### src/rtl/core/phfd_pkg.sv
// Shared types and constants for the four-digit polynomial hash.
// No dependencies.
package phfd_pkg;

    localparam int unsigned HASH_PRIME  = 9973;
    localparam int unsigned FACTOR_SHFT = 5;
    localparam int unsigned BYTE_W      = 8;
    localparam int unsigned WEIGHT_W    = 14;
    localparam int unsigned HASH_W      = 15;
    localparam int unsigned MAG_W       = 14;
    localparam int unsigned DIGIT_W     = 4;
    localparam int unsigned QUOT_W      = 8;
    localparam int unsigned QUOT_BIAS   = 128;
    localparam int unsigned PROD_W      = 22;
    localparam int unsigned RECIP_SHIFT = 32;
    localparam int unsigned RECIP_W     = 19;

    localparam logic [PROD_W-1:0]  PROD_OFFSET = PROD_W'(QUOT_BIAS * HASH_PRIME);
    localparam logic [RECIP_W-1:0] RECIP_MUL   =
        RECIP_W'((64'd1 << RECIP_SHIFT) / 64'(HASH_PRIME));

    typedef struct packed {
        logic [BYTE_W-1:0] data_byte;
        logic              has_byte;
        logic              is_last;
    } t_in_beat;

    typedef struct packed {
        logic [MAG_W-1:0]   hash_magnitude;
        logic [DIGIT_W-1:0] digit_thousands;
        logic [DIGIT_W-1:0] digit_hundreds;
        logic [DIGIT_W-1:0] digit_tens;
        logic [DIGIT_W-1:0] digit_ones;
    } t_out_beat;

    typedef struct packed {
        logic valid;
        logic has_byte;
        logic is_last;
    } t_ctrl;

    // floor split of the biased product: quot * prime + rem
    typedef struct packed {
        logic [QUOT_W-1:0]   quot;
        logic [WEIGHT_W-1:0] rem;
    } t_floor;

endpackage

### src/rtl/core/polynomial_hash_four_digit_top.sv
// Top level of the four-digit polynomial hash over signed message bytes.
// Depends on phfd_pkg, phfd_reduce and phfd_digits.
//
// Takes one beat per clock while not stalled and gives the result of a
// message once its last beat has passed the input, reduction, hash and
// digit registers. The whole pipeline advances together and holds only
// while the output register is full and not taken. Products and their
// reduction by the prime run ahead of the hash register, so the only loops
// are the input weight update and the compare-and-select hash update.
module polynomial_hash_four_digit_top
    import phfd_pkg::*;
(
    input  logic      i_clk,
    input  logic      i_rst_n,
    input  logic      i_in_valid,
    output logic      o_in_ready,
    input  t_in_beat  i_in_data,
    output logic      o_out_valid,
    input  logic      i_out_ready,
    output t_out_beat o_out_data
);

    function automatic logic [WEIGHT_W-1:0] weight_step(input logic [WEIGHT_W-1:0] w);
        logic [WEIGHT_W:0]   x;
        logic [WEIGHT_W+1:0] y;
        x = {1'b0, w};
        for (int i = 0; i < FACTOR_SHFT; i++) begin
            x = x << 1;
            if (x >= (WEIGHT_W+1)'(HASH_PRIME)) begin
                x = x - (WEIGHT_W+1)'(HASH_PRIME);
            end
        end
        y = {1'b0, x} - {2'b0, w};
        if (y[WEIGHT_W+1]) begin
            y = y + (WEIGHT_W+2)'(HASH_PRIME);
        end
        return y[WEIGHT_W-1:0];
    endfunction

    logic                       en;
    logic [WEIGHT_W-1:0]        r_weight;
    logic signed [HASH_W-1:0]   r_hash;
    t_ctrl                      r0_ctrl;
    logic [BYTE_W-1:0]          r0_byte;
    logic [WEIGHT_W-1:0]        r0_weight;
    logic                       r4_valid;
    logic [MAG_W-1:0]           r4_mag;

    t_ctrl                      red_ctrl;
    t_floor                     red_floor;

    logic signed [HASH_W:0]     sum_t;
    logic [WEIGHT_W-1:0]        canon;
    logic                       neg;
    logic signed [HASH_W-1:0]   upd_hash, n_hash;
    logic [MAG_W-1:0]           n_mag;

    assign en         = !o_out_valid || i_out_ready;
    assign o_in_ready = en;

    phfd_reduce u_reduce (
        .i_clk    (i_clk),
        .i_rst_n  (i_rst_n),
        .i_en     (en),
        .i_ctrl   (r0_ctrl),
        .i_byte   (r0_byte),
        .i_weight (r0_weight),
        .o_ctrl   (red_ctrl),
        .o_floor  (red_floor)
    );

    // sum = (quot - bias)*prime + (hash + rem); sign of sum comes from quot and t
    assign sum_t = {r_hash[HASH_W-1], r_hash} + $signed({2'b0, red_floor.rem});

    always_comb begin
        if (sum_t < 0) begin
            canon = WEIGHT_W'(sum_t + (HASH_W+1)'(HASH_PRIME));
        end else if (sum_t >= (HASH_W+1)'(HASH_PRIME)) begin
            canon = WEIGHT_W'(sum_t - (HASH_W+1)'(HASH_PRIME));
        end else begin
            canon = WEIGHT_W'(sum_t);
        end

        if (red_floor.quot > QUOT_W'(QUOT_BIAS)) begin
            neg = 1'b0;
        end else if (red_floor.quot == QUOT_W'(QUOT_BIAS)) begin
            neg = sum_t < 0;
        end else if (red_floor.quot == QUOT_W'(QUOT_BIAS - 1)) begin
            neg = sum_t < $signed((HASH_W+1)'(HASH_PRIME));
        end else begin
            neg = 1'b1;
        end

        if (neg && canon != '0) begin
            upd_hash = $signed({1'b0, canon}) - $signed(HASH_W'(HASH_PRIME));
        end else begin
            upd_hash = $signed({1'b0, canon});
        end

        n_hash = red_ctrl.has_byte ? upd_hash : r_hash;
        n_mag  = n_hash[HASH_W-1] ? MAG_W'(-n_hash) : MAG_W'(n_hash);
    end

    always_ff @(posedge i_clk) begin
        if (!i_rst_n) begin
            r_weight <= WEIGHT_W'(1);
            r_hash   <= '0;
            r0_ctrl  <= '0;
            r4_valid <= 1'b0;
        end else if (en) begin
            r0_ctrl.valid    <= i_in_valid;
            r0_ctrl.has_byte <= i_in_data.has_byte;
            r0_ctrl.is_last  <= i_in_data.is_last;
            if (i_in_valid) begin
                if (i_in_data.is_last) begin
                    r_weight <= WEIGHT_W'(1);
                end else if (i_in_data.has_byte) begin
                    r_weight <= weight_step(r_weight);
                end
            end
            r4_valid <= red_ctrl.valid && red_ctrl.is_last;
            if (red_ctrl.valid) begin
                r_hash <= red_ctrl.is_last ? '0 : n_hash;
            end
        end
    end

    always_ff @(posedge i_clk) begin
        if (en) begin
            r0_byte   <= i_in_data.data_byte;
            r0_weight <= r_weight;
            r4_mag    <= n_mag;
        end
    end

    phfd_digits u_digits (
        .i_clk   (i_clk),
        .i_rst_n (i_rst_n),
        .i_en    (en),
        .i_valid (r4_valid),
        .i_mag   (r4_mag),
        .o_valid (o_out_valid),
        .o_data  (o_out_data)
    );

endmodule

### src/rtl/core/phfd_reduce.sv
// Byte-times-weight product and its floor split by the prime, three stages.
// Depends on phfd_pkg.
module phfd_reduce
    import phfd_pkg::*;
(
    input  logic                i_clk,
    input  logic                i_rst_n,
    input  logic                i_en,
    input  t_ctrl               i_ctrl,
    input  logic [BYTE_W-1:0]   i_byte,
    input  logic [WEIGHT_W-1:0] i_weight,
    output t_ctrl               o_ctrl,
    output t_floor              o_floor
);

    localparam int unsigned SCALE_W = PROD_W + RECIP_W;

    t_ctrl                 r1_ctrl, r2_ctrl, r3_ctrl;
    logic [PROD_W-1:0]     r1_biased, r2_biased;
    logic [QUOT_W-1:0]     r2_quot;
    t_floor                r3_floor;

    logic signed [PROD_W-1:0] byte_ext, weight_ext, prod;
    logic [PROD_W-1:0]        n_biased;
    logic [SCALE_W-1:0]       scaled;
    logic [PROD_W-1:0]        sub, rest;
    t_floor                   n_floor;

    assign byte_ext   = {{(PROD_W-BYTE_W){i_byte[BYTE_W-1]}}, i_byte};
    assign weight_ext = {{(PROD_W-WEIGHT_W){1'b0}}, i_weight};
    assign prod       = byte_ext * weight_ext;
    assign n_biased   = $unsigned(prod) + PROD_OFFSET;

    assign scaled = SCALE_W'(r1_biased) * SCALE_W'(RECIP_MUL);

    assign sub  = PROD_W'(r2_quot) * PROD_W'(HASH_PRIME);
    assign rest = r2_biased - sub;

    // estimate is exact or one low
    always_comb begin
        if (rest >= PROD_W'(HASH_PRIME)) begin
            n_floor.quot = r2_quot + QUOT_W'(1);
            n_floor.rem  = WEIGHT_W'(rest - PROD_W'(HASH_PRIME));
        end else begin
            n_floor.quot = r2_quot;
            n_floor.rem  = WEIGHT_W'(rest);
        end
    end

    always_ff @(posedge i_clk) begin
        if (!i_rst_n) begin
            r1_ctrl <= '0;
            r2_ctrl <= '0;
            r3_ctrl <= '0;
        end else if (i_en) begin
            r1_ctrl <= i_ctrl;
            r2_ctrl <= r1_ctrl;
            r3_ctrl <= r2_ctrl;
        end
    end

    always_ff @(posedge i_clk) begin
        if (i_en) begin
            r1_biased <= n_biased;
            r2_biased <= r1_biased;
            r2_quot   <= scaled[RECIP_SHIFT +: QUOT_W];
            r3_floor  <= n_floor;
        end
    end

    assign o_ctrl  = r3_ctrl;
    assign o_floor = r3_floor;

endmodule

### src/rtl/core/phfd_digits.sv
// Decimal digit split of the hash magnitude, three stages; last stage is the
// output register. Depends on phfd_pkg.
module phfd_digits
    import phfd_pkg::*;
(
    input  logic             i_clk,
    input  logic             i_rst_n,
    input  logic             i_en,
    input  logic             i_valid,
    input  logic [MAG_W-1:0] i_mag,
    output logic             o_valid,
    output t_out_beat        o_data
);

    typedef struct packed {
        logic [DIGIT_W-1:0] digit;
        logic [MAG_W-1:0]   rest;
    } t_digit;

    function automatic t_digit digit_split(input logic [MAG_W-1:0] value,
                                           input int unsigned unit);
        t_digit res;
        res.digit = '0;
        res.rest  = value;
        for (int k = 1; k <= 9; k++) begin
            if (value >= MAG_W'(k * unit)) begin
                res.digit = DIGIT_W'(k);
                res.rest  = value - MAG_W'(k * unit);
            end
        end
        return res;
    endfunction

    logic               r5_valid, r6_valid, r7_valid;
    logic [MAG_W-1:0]   r5_mag, r6_mag;
    logic [DIGIT_W-1:0] r5_th, r6_th, r6_hu;
    logic [9:0]         r5_rest;
    logic [6:0]         r6_rest;
    t_out_beat          r7_data;

    t_digit th, hu, te;

    assign th = digit_split(i_mag, 1000);
    assign hu = digit_split(MAG_W'(r5_rest), 100);
    assign te = digit_split(MAG_W'(r6_rest), 10);

    always_ff @(posedge i_clk) begin
        if (!i_rst_n) begin
            r5_valid <= 1'b0;
            r6_valid <= 1'b0;
            r7_valid <= 1'b0;
        end else if (i_en) begin
            r5_valid <= i_valid;
            r6_valid <= r5_valid;
            r7_valid <= r6_valid;
        end
    end

    always_ff @(posedge i_clk) begin
        if (i_en) begin
            r5_mag                  <= i_mag;
            r5_th                   <= th.digit;
            r5_rest                 <= th.rest[9:0];
            r6_mag                  <= r5_mag;
            r6_th                   <= r5_th;
            r6_hu                   <= hu.digit;
            r6_rest                 <= hu.rest[6:0];
            r7_data.hash_magnitude  <= r6_mag;
            r7_data.digit_thousands <= r6_th;
            r7_data.digit_hundreds  <= r6_hu;
            r7_data.digit_tens      <= te.digit;
            r7_data.digit_ones      <= te.rest[DIGIT_W-1:0];
        end
    end

    assign o_valid = r7_valid;
    assign o_data  = r7_data;

endmodule

### config.mk
export PLATFORM = sky130hd
export DESIGN_NAME = polynomial_hash_four_digit_top
export DESIGN_NICKNAME = d
export VERILOG_FILES = /design/src/rtl/core/phfd_pkg.sv /design/src/rtl/core/polynomial_hash_four_digit_top.sv /design/src/rtl/core/phfd_reduce.sv /design/src/rtl/core/phfd_digits.sv
export SDC_FILE = /design/constraint.sdc
export NUM_CORES = 2
export LEC_CHECK = 0
export BUFFER_PORTS_ARGS = -buffer_cell sky130_fd_sc_hd__buf_2
export CORE_MARGIN = 2
export CORE_UTILIZATION = 50
export CTS_BUF_LIST = sky130_fd_sc_hd__clkbuf_4 sky130_fd_sc_hd__clkbuf_8
export CTS_CLUSTER_DIAMETER = 200
export DETAILED_ROUTE_END_ITERATION = 10
export PLACE_DENSITY = 0.63
export SYNTH_ARGS = -nofsm -noshare
export SYNTH_HDL_FRONTEND = slang
export SYNTH_HIERARCHICAL = 1
export SYNTH_SLANG_ARGS = --single-unit
### constraint.sdc
create_clock -name i_clk -period 23.3 [get_ports i_clk]
set_input_delay 2.33 -clock i_clk [delete_from_list [all_inputs] [get_ports i_clk]]
set_output_delay 2.33 -clock i_clk [all_outputs]
set_load 0.05 [all_outputs]
==> impl_results.md <==
* Largest net degree at the start of global routing at 100
* CP endpoint kind: flop
* Worst EP required at 23830 ps
* RR Endpoint: r_weight[0]
* Root buffer cell: clkbuf_8
* Hold depth at 0
* Synth async-reset ratio at 0%
* Critical path fanouts, max at 28
* Via total after detailed routing at 23200
* Post-Syn Nets at 3797
* IO Pins at 46
* H-tree levels at 2
* Final Net Count at 3794
* WHS Endpoint: u_digits/o_data[27]
* Area grow syn2layout at 5.58%
* Core area at 0.0589 sq mm
* Post-Synth XOR/XNOR Area at 5.90%
* Post-Syn Area at 0.0297 sq mm
* Setup CP Type: flop to flop
* Post-Route WL at 71600 um
* IO Port Bufs at 45
* Post-Synth Adder-Cell Area at 31.0%
* Most common cell after layout, fill and taps aside: inv_1
* Post-synth EDFFs at 191
* Area leader, netlist: edfxtp_1
* Vias per inst at 5.82
* Die ar. at 0.0614 sq mm
* Max-slew violation count at 0
* Layout cell share with drive strength beyond 1 at 6.48%
* Final hold violation count at 0
* Hold_buf cts at 0
* # diodes at 0
* GP Congestion at 0.908
* Main synth FF type: edfxtp_1
* HPWL after detailed placement at 56000 um
* CTS max path bufs at 3
* First DRT Iteration DRCs at 1914
* DR WL/cell at 18.0 um
* Crit path largest cell delay at 810 ps
* HP Start: u_digits/r6_mag[11]
* Max-cap violations at 0
* Final setup vio count at 0
* Post-CTS Setup Inserts at 0
* Worst-Margin Slew at 1110 ps
* Min Tclk post-route at 12460 ps
* Synth Area per Inst at 9.35 sq um
* Fill count at 5341
* Horiz. Die Dim at 248 um
* Final ANT Viol Nets at 0
* Register Area at 0.00664 sq mm
* CTS buffer count at 45
* RSZ-0062 raised after global routing: no
* Critical path startpoint category: flop
* Largest family of logic cells by synthesized area: adder cells
* FF-to-FF path depth at 45
* Drt drc at 0
* Slew headroom at 25.5%
* GRT Residual Overflow at 0
* Max stage delay cell, worst path: a21oi_1
* CP Data Arrival Time at 12980 ps
* Clk sinks at 236
* CTS tree: built
* #FFs+latches synth at 236
* Clock transition at path regs at 70 ps
* Die Height at 248 um
* Clk_lat worst skew at 650 ps
* HP Class: flop to flop
* GRT Total Usage at 23.8%
* Most frequent cells in the layout: 458 x inv_1, 388 x ha_1, 217 x fa_1, 207 x nand2_1, 191 x edfxtp_1
* Reg2reg setup slack at 10840 ps
* Post-synthesis simple-gate area fraction at 14.4%
* Origin of the critical flop-to-flop path: r_weight[1]
* Distinct cells, synth at 118
* Warnings from Yosys at 6
* Buffers & Inverters on Critical Path at 3
* # resized after CTS at 0
* FMAX at 80.3 MHz
* Gate Count Post-Synth at 3178
* Top-area cell type share of the netlist area at 19.3%
* Status: completed
* Starting density of the core at 50.5%
* Final setup TNS at 0 ps
* Most used cell, CP: a21o_1
* CP delay by family, top: compound AO/OA/AOI/OAI gates
* Seq/Total Area, Yosys at 22.3%
* Cell Rows at 89
* Global-route wire length before repair at 119000 um
* Final period util at 53.5%
* Clock skew at 47.3 ps
* Dominant cells by area after synthesis: edfxtp_1 19%, ha_1 16%, fa_1 15%
* Final core utilization at 53.3%
* Antenna violations before repair at 1
* Area of the multi-input gates at 0.0208 sq mm
* Mux cell area share after synthesis at 1.47%
* Vias in the first global route at 23300
* Compound-Gate Fraction of Synth Area at 17.2%
* First-pass DRT Iterations at 6
## worst register-to-register path: cells and delay by family, from the launching register on
kind / cells / cell delay, ps
multiplexers: 1 / 270
adder cells (fa/ha/maj): 5 / 1720
AO/OA/AOI/OAI: 26 / 6530
AND/OR/NAND/NOR: 9 / 2290
XOR/XNOR: 1 / 260
flip-flops: 1 / 560
buffers and inverters: 3 / 710
## how the worst max path moves through the flow
stage	slack (ps)	end	cells after the start	startpoint
6_report	10840	r_weight[0]	45	r_weight[1]
5_1_grt	10080	r_weight[0]	45	r_weight[1]
4_1_cts	11050	r_weight[0]	45	r_weight[1]
3_5_place_dp	11130	r_weight[0]	45	r_weight[1]
3_3_place_gp	11370	r_weight[0]	45	r_weight[1]
2_1_floorplan	13220	r_weight[8]	49	r_weight[1]
## sequential cells by signal, indices dropped and copies added, names as in the netlist, 4 cells and up
signal,flops
u_digits/o_data,29
u_reduce/o_floor,22
u_reduce/r1_biased,22
u_reduce/r2_biased,22
r_hash,15
r0_weight,14
r4_mag,14
r_weight,14
u_digits/r5_mag,14
u_digits/r6_mag,14
r0_byte,8
u_reduce/r2_quot,8
u_digits/r5_rest,7
u_digits/r6_rest,5
u_digits/r5_th,4
u_digits/r6_hu,4
u_digits/r6_th,4
## synthesized netlist by cell type (10+ instances only)
master / number
nand3_1: 71
nand2_1: 207
nor4_1: 17
clkbuf_1: 64
fa_1: 217
xnor2_1: 134
a221o_1: 10
xor2_1: 60
edfxtp_1: 191
nor2b_1: 47
a21oi_1: 124
nor3_1: 76
o21bai_1: 11
or2_2: 18
o211ai_1: 48
o31ai_1: 23
buf_2: 17
and2_1: 87
a21boi_0: 12
a31oi_1: 30
ha_1: 388
nor3b_1: 11
o211a_1: 10
a211o_1: 18
o21ai_0: 106
nand4_1: 24
a21o_1: 76
dfxtp_1: 45
or3_1: 22
mux2i_1: 37
inv_1: 459
nor2_1: 143
a22oi_1: 14
a32oi_1: 14
and3_1: 22
nand2b_1: 37
a211oi_1: 27
o21a_1: 22
o22ai_1: 12
## area by class of cell
type                            count  area share [%]
Clock buffer                       55            2.21
Timing Repair Buffer               52           0.885
Multi-Input combinational cell   2376            66.3
Tap cell                          773            3.08
Inverter                          464            5.58
Clock inverter                     26           0.813
Sequential cell                   236            21.1
## kinds of logic after synthesis
| kind of cell | count (synthesis) |
|---|---|
| compound gates | 701 |
| buf+inv | 566 |
| xor+xnor | 197 |
| fa+ha+maj | 605 |
| mux | 43 |
| simple gates | 830 |
| flops | 236 |
## per-layer routing
layer  global-route usage, %  vias to the layer above  share of wire (%)
met5                       0                        -              0.042
li1                        -                    11200                  -
met4                    5.69                        4                1.9
met3                    2.69                      102                4.9
met1                    33.3                    11300                 47
met2                    39.2                      648                 47
## stage by stage
step / cells / worst slack (ps) / cell area (sq um) / hold slack, ps
after global routing: 3982 / 10080 / 31400 / 420
after floorplan: 3178 / 13220 / 29700 / 400
after CTS: 3982 / 11050 / 31400 / 418
after detailed placement: 3901 / 11130 / 30400 / 405
final: 3982 / 10840 / 31400 / 415
after global placement: 3901 / 11370 / 30400 / 401
Power is left out: the tool's default activity adds up to more than one toggle a clock period on the data nets, which glitch-free logic cannot reach.
